--- src/hdl/odt_pkg.sv ---
package odt_pkg;

    localparam int MAX_IMAGES_DEF        = 16;
    localparam int ENTRY_STORE_DEPTH_DEF = 1024;
    localparam int HANDLE_BITS_DEF       = 16;

    typedef enum logic [2:0] {
        OP_BEGIN      = 3'd0,
        OP_ADD        = 3'd1,
        OP_ACTIVATE   = 3'd2,
        OP_INVALIDATE = 3'd3,
        OP_RESOLVE    = 3'd4,
        OP_QUERY      = 3'd5
    } op_t;

    typedef enum logic [3:0] {
        ST_OK          = 4'd0,
        ST_ALREADY     = 4'd1,
        ST_EMPTY       = 4'd2,
        ST_OUTSIDE     = 4'd3,
        ST_BAD_MODE    = 4'd4,
        ST_MISALIGNED  = 4'd5,
        ST_NULL_HANDLE = 4'd6,
        ST_UNSORTED    = 4'd7,
        ST_NOT_REG     = 4'd8,
        ST_NO_PENDING  = 4'd9,
        ST_FULL        = 4'd10
    } status_t;

    typedef enum logic [2:0] {
        S_IDLE,
        S_SCAN,
        S_SEARCH,
        S_WAIT,
        S_CHECK,
        S_DONE
    } state_t;

    // controller to datapath
    typedef struct packed {
        logic load;      // capture input beat and apply non-search ops
        logic scan;      // step the image scan
        logic rd;        // issue entry-store read at mid
        logic step;      // narrow search window from read data
        logic fin_rd;    // issue read at lo
        logic finish;    // compare final entry
    } cmd_t;

    // datapath to controller
    typedef struct packed {
        logic is_resolve;
        logic scan_last;
        logic owner_hit;
        logic search_done;
    } stat_t;

endpackage

--- src/hdl/odt_ctrl.sv ---
module odt_ctrl
    import odt_pkg::*;
(
    input  logic  clk,
    input  logic  rst_n,
    input  logic  in_valid,
    output logic  in_ready,
    output logic  out_valid,
    input  logic  out_ready,
    input  stat_t stat,
    output cmd_t  cmd
);

    state_t state_reg, state_next;

    // state register
    always_ff @(posedge clk or negedge rst_n)
    begin
        if (!rst_n)
            state_reg <= S_IDLE;
        else
            state_reg <= state_next;
    end

    // next state and commands
    always_comb
    begin
        state_next = state_reg;
        cmd        = '0;
        in_ready   = 1'b0;
        out_valid  = 1'b0;
        unique case (state_reg)
            S_IDLE:
            begin
                in_ready = 1'b1;
                if (in_valid)
                begin
                    cmd.load   = 1'b1;
                    state_next = S_SCAN;
                end
            end
            S_SCAN:
            begin
                if (!stat.is_resolve)
                    state_next = S_DONE;
                else
                begin
                    cmd.scan = 1'b1;
                    if (stat.owner_hit)
                        state_next = S_SEARCH;
                    else if (stat.scan_last)
                        state_next = S_DONE;
                end
            end
            S_SEARCH:
            begin
                if (stat.search_done)
                begin
                    cmd.fin_rd = 1'b1;
                    state_next = S_CHECK;
                end
                else
                begin
                    cmd.rd     = 1'b1;
                    state_next = S_WAIT;
                end
            end
            S_WAIT:
            begin
                cmd.step   = 1'b1;
                state_next = S_SEARCH;
            end
            S_CHECK:
            begin
                cmd.finish = 1'b1;
                state_next = S_DONE;
            end
            S_DONE:
            begin
                out_valid = 1'b1;
                if (out_ready)
                    state_next = S_IDLE;
            end
            default:
                state_next = S_IDLE;
        endcase
    end

endmodule

--- config.mk ---
export PLATFORM = sky130hd
export DESIGN_NAME = odt_ctrl
export DESIGN_NICKNAME = d
export VERILOG_FILES = /design/src/hdl/odt_pkg.sv /design/src/hdl/odt_ctrl.sv
export SDC_FILE = /design/constraint.sdc
export NUM_CORES = 1
export LEC_CHECK = 0
export ABC_AREA = 0
export BUFFER_PORTS_ARGS = -buffer_cell sky130_fd_sc_hd__buf_2
export CAP_MARGIN = 10
export CORE_AREA = 2 2 39 41
export DETAILED_ROUTE_END_ITERATION = 12
export DIE_AREA = 0 0 41 43
export PLACE_DENSITY_LB_ADDON = 0.25
export SLEW_MARGIN = 10
export SYNTH_ARGS = -nofsm -noshare
export SYNTH_HDL_FRONTEND = slang
export SYNTH_SLANG_ARGS = --single-unit
--- constraint.sdc ---
create_clock -name clk -period 4.07 [get_ports clk]
set_input_delay 0.814 -clock clk [delete_from_list [all_inputs] [get_ports clk]]
set_output_delay 0.814 -clock clk [all_outputs]
set_load 0.005 [all_outputs]
After elaboration in Yosys (flattened, before gate mapping)

Index checks and enable logic that the tools add are counted.

Add/sub/neg operators: 0
Multiply operators: 0
Divide/modulo/power cells: 0
Magnitude comparators: 0
Eq/ne operators: 8
Shifts and indexed selects: 0
Mux-type cells: 19
Bitwise logic cells: 0
Reductions and logical operators: 2

Operators with widths:

| operator             | count |
|---|---|
| $mux W3              | 6 |
| $pmux W3 S6          | 1 |
| $mux W1              | 12 |
| $eq A3 B2 Y1 const B | 2 |
| $eq A3 B3 Y1 const B | 2 |
| $ne A2 B2 Y1 const B | 2 |
| $ne A4 B4 Y1 const B | 1 |
| $eq A3 B1 Y1 const B | 1 |
| $logic_not A3 Y1     | 1 |
| $reduce_and A3 Y1    | 1 |

Bits in registers: 3
Latch bits: 0
Bits in writable memories: 0
Memory bits (read-only): 0
Bits of input ports: 8
Output and inout bits: 8
Word-level logic and storage cells: 30
Memories kept: 0

Depth between registers and ports, before layout

Depth in word-level cells: 4
Depth in mapped cells: 4

Worst setup path before layout

OpenSTA, ideal clock, no wires.

Kind: input port to output port
From: in stat[0] in the netlist's numbering
To: out cmd[3] in the netlist's numbering
Arrival time: 1.114 ns
Data required time: 3.256 ns
Setup slack: 2.142 ns
Stages: 1
Buffers on the path: 0
Cells stage by stage: nor4b_2

Longest elaborated chain between the ends: 2

RTL lines:

| element     | line           | source |
|---|---|---|
| from (decl) | odt_ctrl.sv:10 | `input stat_t stat,` |
| $mux W1     | odt_ctrl.sv:57 | `if (stat.search_done)` |
| $mux W1     | odt_ctrl.sv:32 | `unique case (state_reg)` |
| to (decl)   | odt_ctrl.sv:11 | `output cmd_t cmd` |

No other way between the ends.

==> flow_summary.json <==
{
  "rsz0062_at_grt": "no",
  "vias": 287,
  "multi_input_area_um2": 165,
  "yosysWarnings": 0,
  "drcViolationCount": 0,
  "wl_um": 674,
  "cts_tree": "done",
  "synthMostInstantiatedCell": "dfrtp_1",
  "reg2reg_from": "state_reg[2]",
  "grt_pass1_wl_mm": 1.12,
  "hold_violations": 0,
  "clock_sinks": 3,
  "grt_max_degree": 13,
  "place.port_buffers": 15,
  "synthArstFlopShare_pct": 100,
  "syn_nets": 37,
  "cap_violations": 0,
  "hpwlAfterDp_um": 511,
  "finalNetCount": 54,
  "wl_per_cell_um": 11.0,
  "pin_count": 16,
  "clock.fmax_ghz": 0.448,
  "vias_per_cell": 4.70,
  "start_kind": "primary input",
  "drt_iter0_drc": 2,
  "p_per_area_nw_per_um2": 668,
  "ys_ff_latch": 3,
  "synth.yosys.seq_area_share_pct": 28.6,
  "r2r-end": "state_reg[2]",
  "worstSetupPathType": "primary input to primary output",
  "slew_viol_final": 0,
  "avgSynthCellArea_um2": 9.06,
  "final_util_pct": 26.4,
  "nFillCells": 161,
  "h-tree-depth": 1,
  "tightest_slew_ns": 0.343,
  "p_leak_uw": 0.000193,
  "die_w_um": 41,
  "critical_path_required_ns": 3.26,
  "dieArea_um2": 1760,
  "slew_headroom_pct": 77.1,
  "finalInstanceArea_um2": 365,
  "synth.distinct_cells": 21,
  "cts_made_buffers": 3,
  "synth_largest_area_cell": "dfrtp_1",
  "skew_ns": 0.00191,
  "cts_hold_buf": 0,
  "rrSetupSlack_ns": 2.70,
  "synth_edf_count": 0,
  "ant_nets": 0,
  "regArea_um2": 75.1,
  "clk_latency_ns": 0.23,
  "status": "finished, final reports clean",
  "clock_path_buffers": 2,
  "min_path_type": "primary input to asynchronous set/reset pin",
  "drive_above_1_share_pct": 44.4,
  "first_pass_iters": 3,
  "synth.cell_area_um2": 263,
  "r2r_cells": 3,
  "grt_pass1_vias": 249,
  "clk_pin_slew_ns": 0.04,
  "synth_ff_type": "dfrtp_1",
  "row_count": 14,
  "peakVddDrop_mv": 0.162,
  "synth_top_area_share_pct": 28.6,
  "fin_crit_sh_pct": 54.8,
  "setup_violations": 0,
  "clockRootBuffer": "clkbuf_4",
  "final.min_clock_period_ns": 2.23,
  "overflow": 0,
  "diodes": 0,
  "largest_register_ff_count": 3,
  "fin_tns_setup_ns": 0,
  "synth.area.top_cells": "dfrtp_1 (29%), and3b_1 (6.7%), nor4b_2 (5.7%)",
  "cts_setup_buffers": 0,
  "cp.arrival_ns": 1.42,
  "cts_resized": 0,
  "place_area_um2": 339,
  "initial_core_util_pct": 19.0,
  "die_h_um": 43,
  "grt_usage_pct": 10.2,
  "end_kind": "primary output",
  "antenna_found_initial": 0,
  "coreArea_um2": 1380,
  "routabilityCongestion": 0.654,
  "path_max_fanout": 4,
  "syn_to_final_growth_pct": 39.0,
  "synthCells": 29
}
[area by class of cell]
type	instances	share of cell area [%]
Multi-Input combinational cell	22	45.2
Clock buffer	4	7.19
Inverter	1	1.03
Timing Repair Buffer	15	20.5
Sequential cell	3	20.5
Tap cell	16	5.48
[how the worst max path moves through the flow]
stage / from / slack, ns / cells after the start / end
6_report: stat[0] / 1.84 / 3 / cmd[3]
4_1_cts: stat[0] / 1.83 / 3 / cmd[3]
3_5_place_dp: stat[0] / 1.85 / 3 / cmd[3]
5_1_grt: stat[0] / 1.80 / 3 / cmd[3]
2_1_floorplan: stat[0] / 2.14 / 1 / cmd[3]
3_3_place_gp: stat[0] / 1.90 / 3 / cmd[3]
[routing by layer]
| layer | vias to the layer above | part of all wire [%] | GRT usage (%) |
|---|---|---|---|
| met4 | 0 | 0 | 6.00 |
| li1 | 143 | - | - |
| met3 | 0 | 8.0 | 6.28 |
| met1 | 136 | 43 | 12.3 |
| met2 | 8 | 48 | 13.1 |
| met5 | - | 0 | 0 |
[cell families after synthesis]
logic type	after synthesis	share of synthesized area, %
DFF	3	28.6
and+or+nand+nor	15	41.9
AOI/OAI and AO/OA	7	21.0
buffers and inverters	4	8.57
[placed cells by master (no fill, tap or decap), drive strengths merged]
| master | instances |
|---|---|
| nand3b | 1 |
| o21ai | 1 |
| nor4b | 1 |
| nor2 | 2 |
| nor4bb | 1 |
| o221ai | 1 |
| dfrtp | 3 |
| and3b | 2 |
| inv | 1 |
| clkbuf | 4 |
| nand2 | 2 |
| nor3b | 1 |
| a211o | 1 |
| and2 | 2 |
| and4bb | 1 |
| buf | 15 |
| o32ai | 1 |
| nor3 | 1 |
| or4 | 1 |
| a211oi | 1 |
| a21oi | 2 |
[worst max-delay path, cell delays in order]
cell and delay (ns):
buf_2 0.12, nor4b_2 0.31, buf_2 0.17
[per-stage QoR]
| stage | hold slack (ns) | power (µW) | std cells | setup WS (ns) |
|---|---|---|---|---|
| after floorplan | 0.518 | 164 | 29 | 2.14 |
| after global placement | 0.610 | 197 | 57 | 1.90 |
| after detailed placement | 0.612 | 194 | 57 | 1.85 |
| after CTS | 0.363 | 249 | 61 | 1.83 |
| after global routing | 0.363 | 269 | 61 | 1.80 |
| final | 0.371 | 244 | 61 | 1.84 |
[power breakdown]
part	leakage [µW]	total (µW)	switching [µW]	internal, µW
registers	0.0000364	82.9	38.7	44.2
clock network	0.0000150	51.6	14.9	36.7
logic	0.000142	110	47.1	62.4
total	0.000193	244	101	143
No activity file was read; power rests on OpenSTA's default activity.
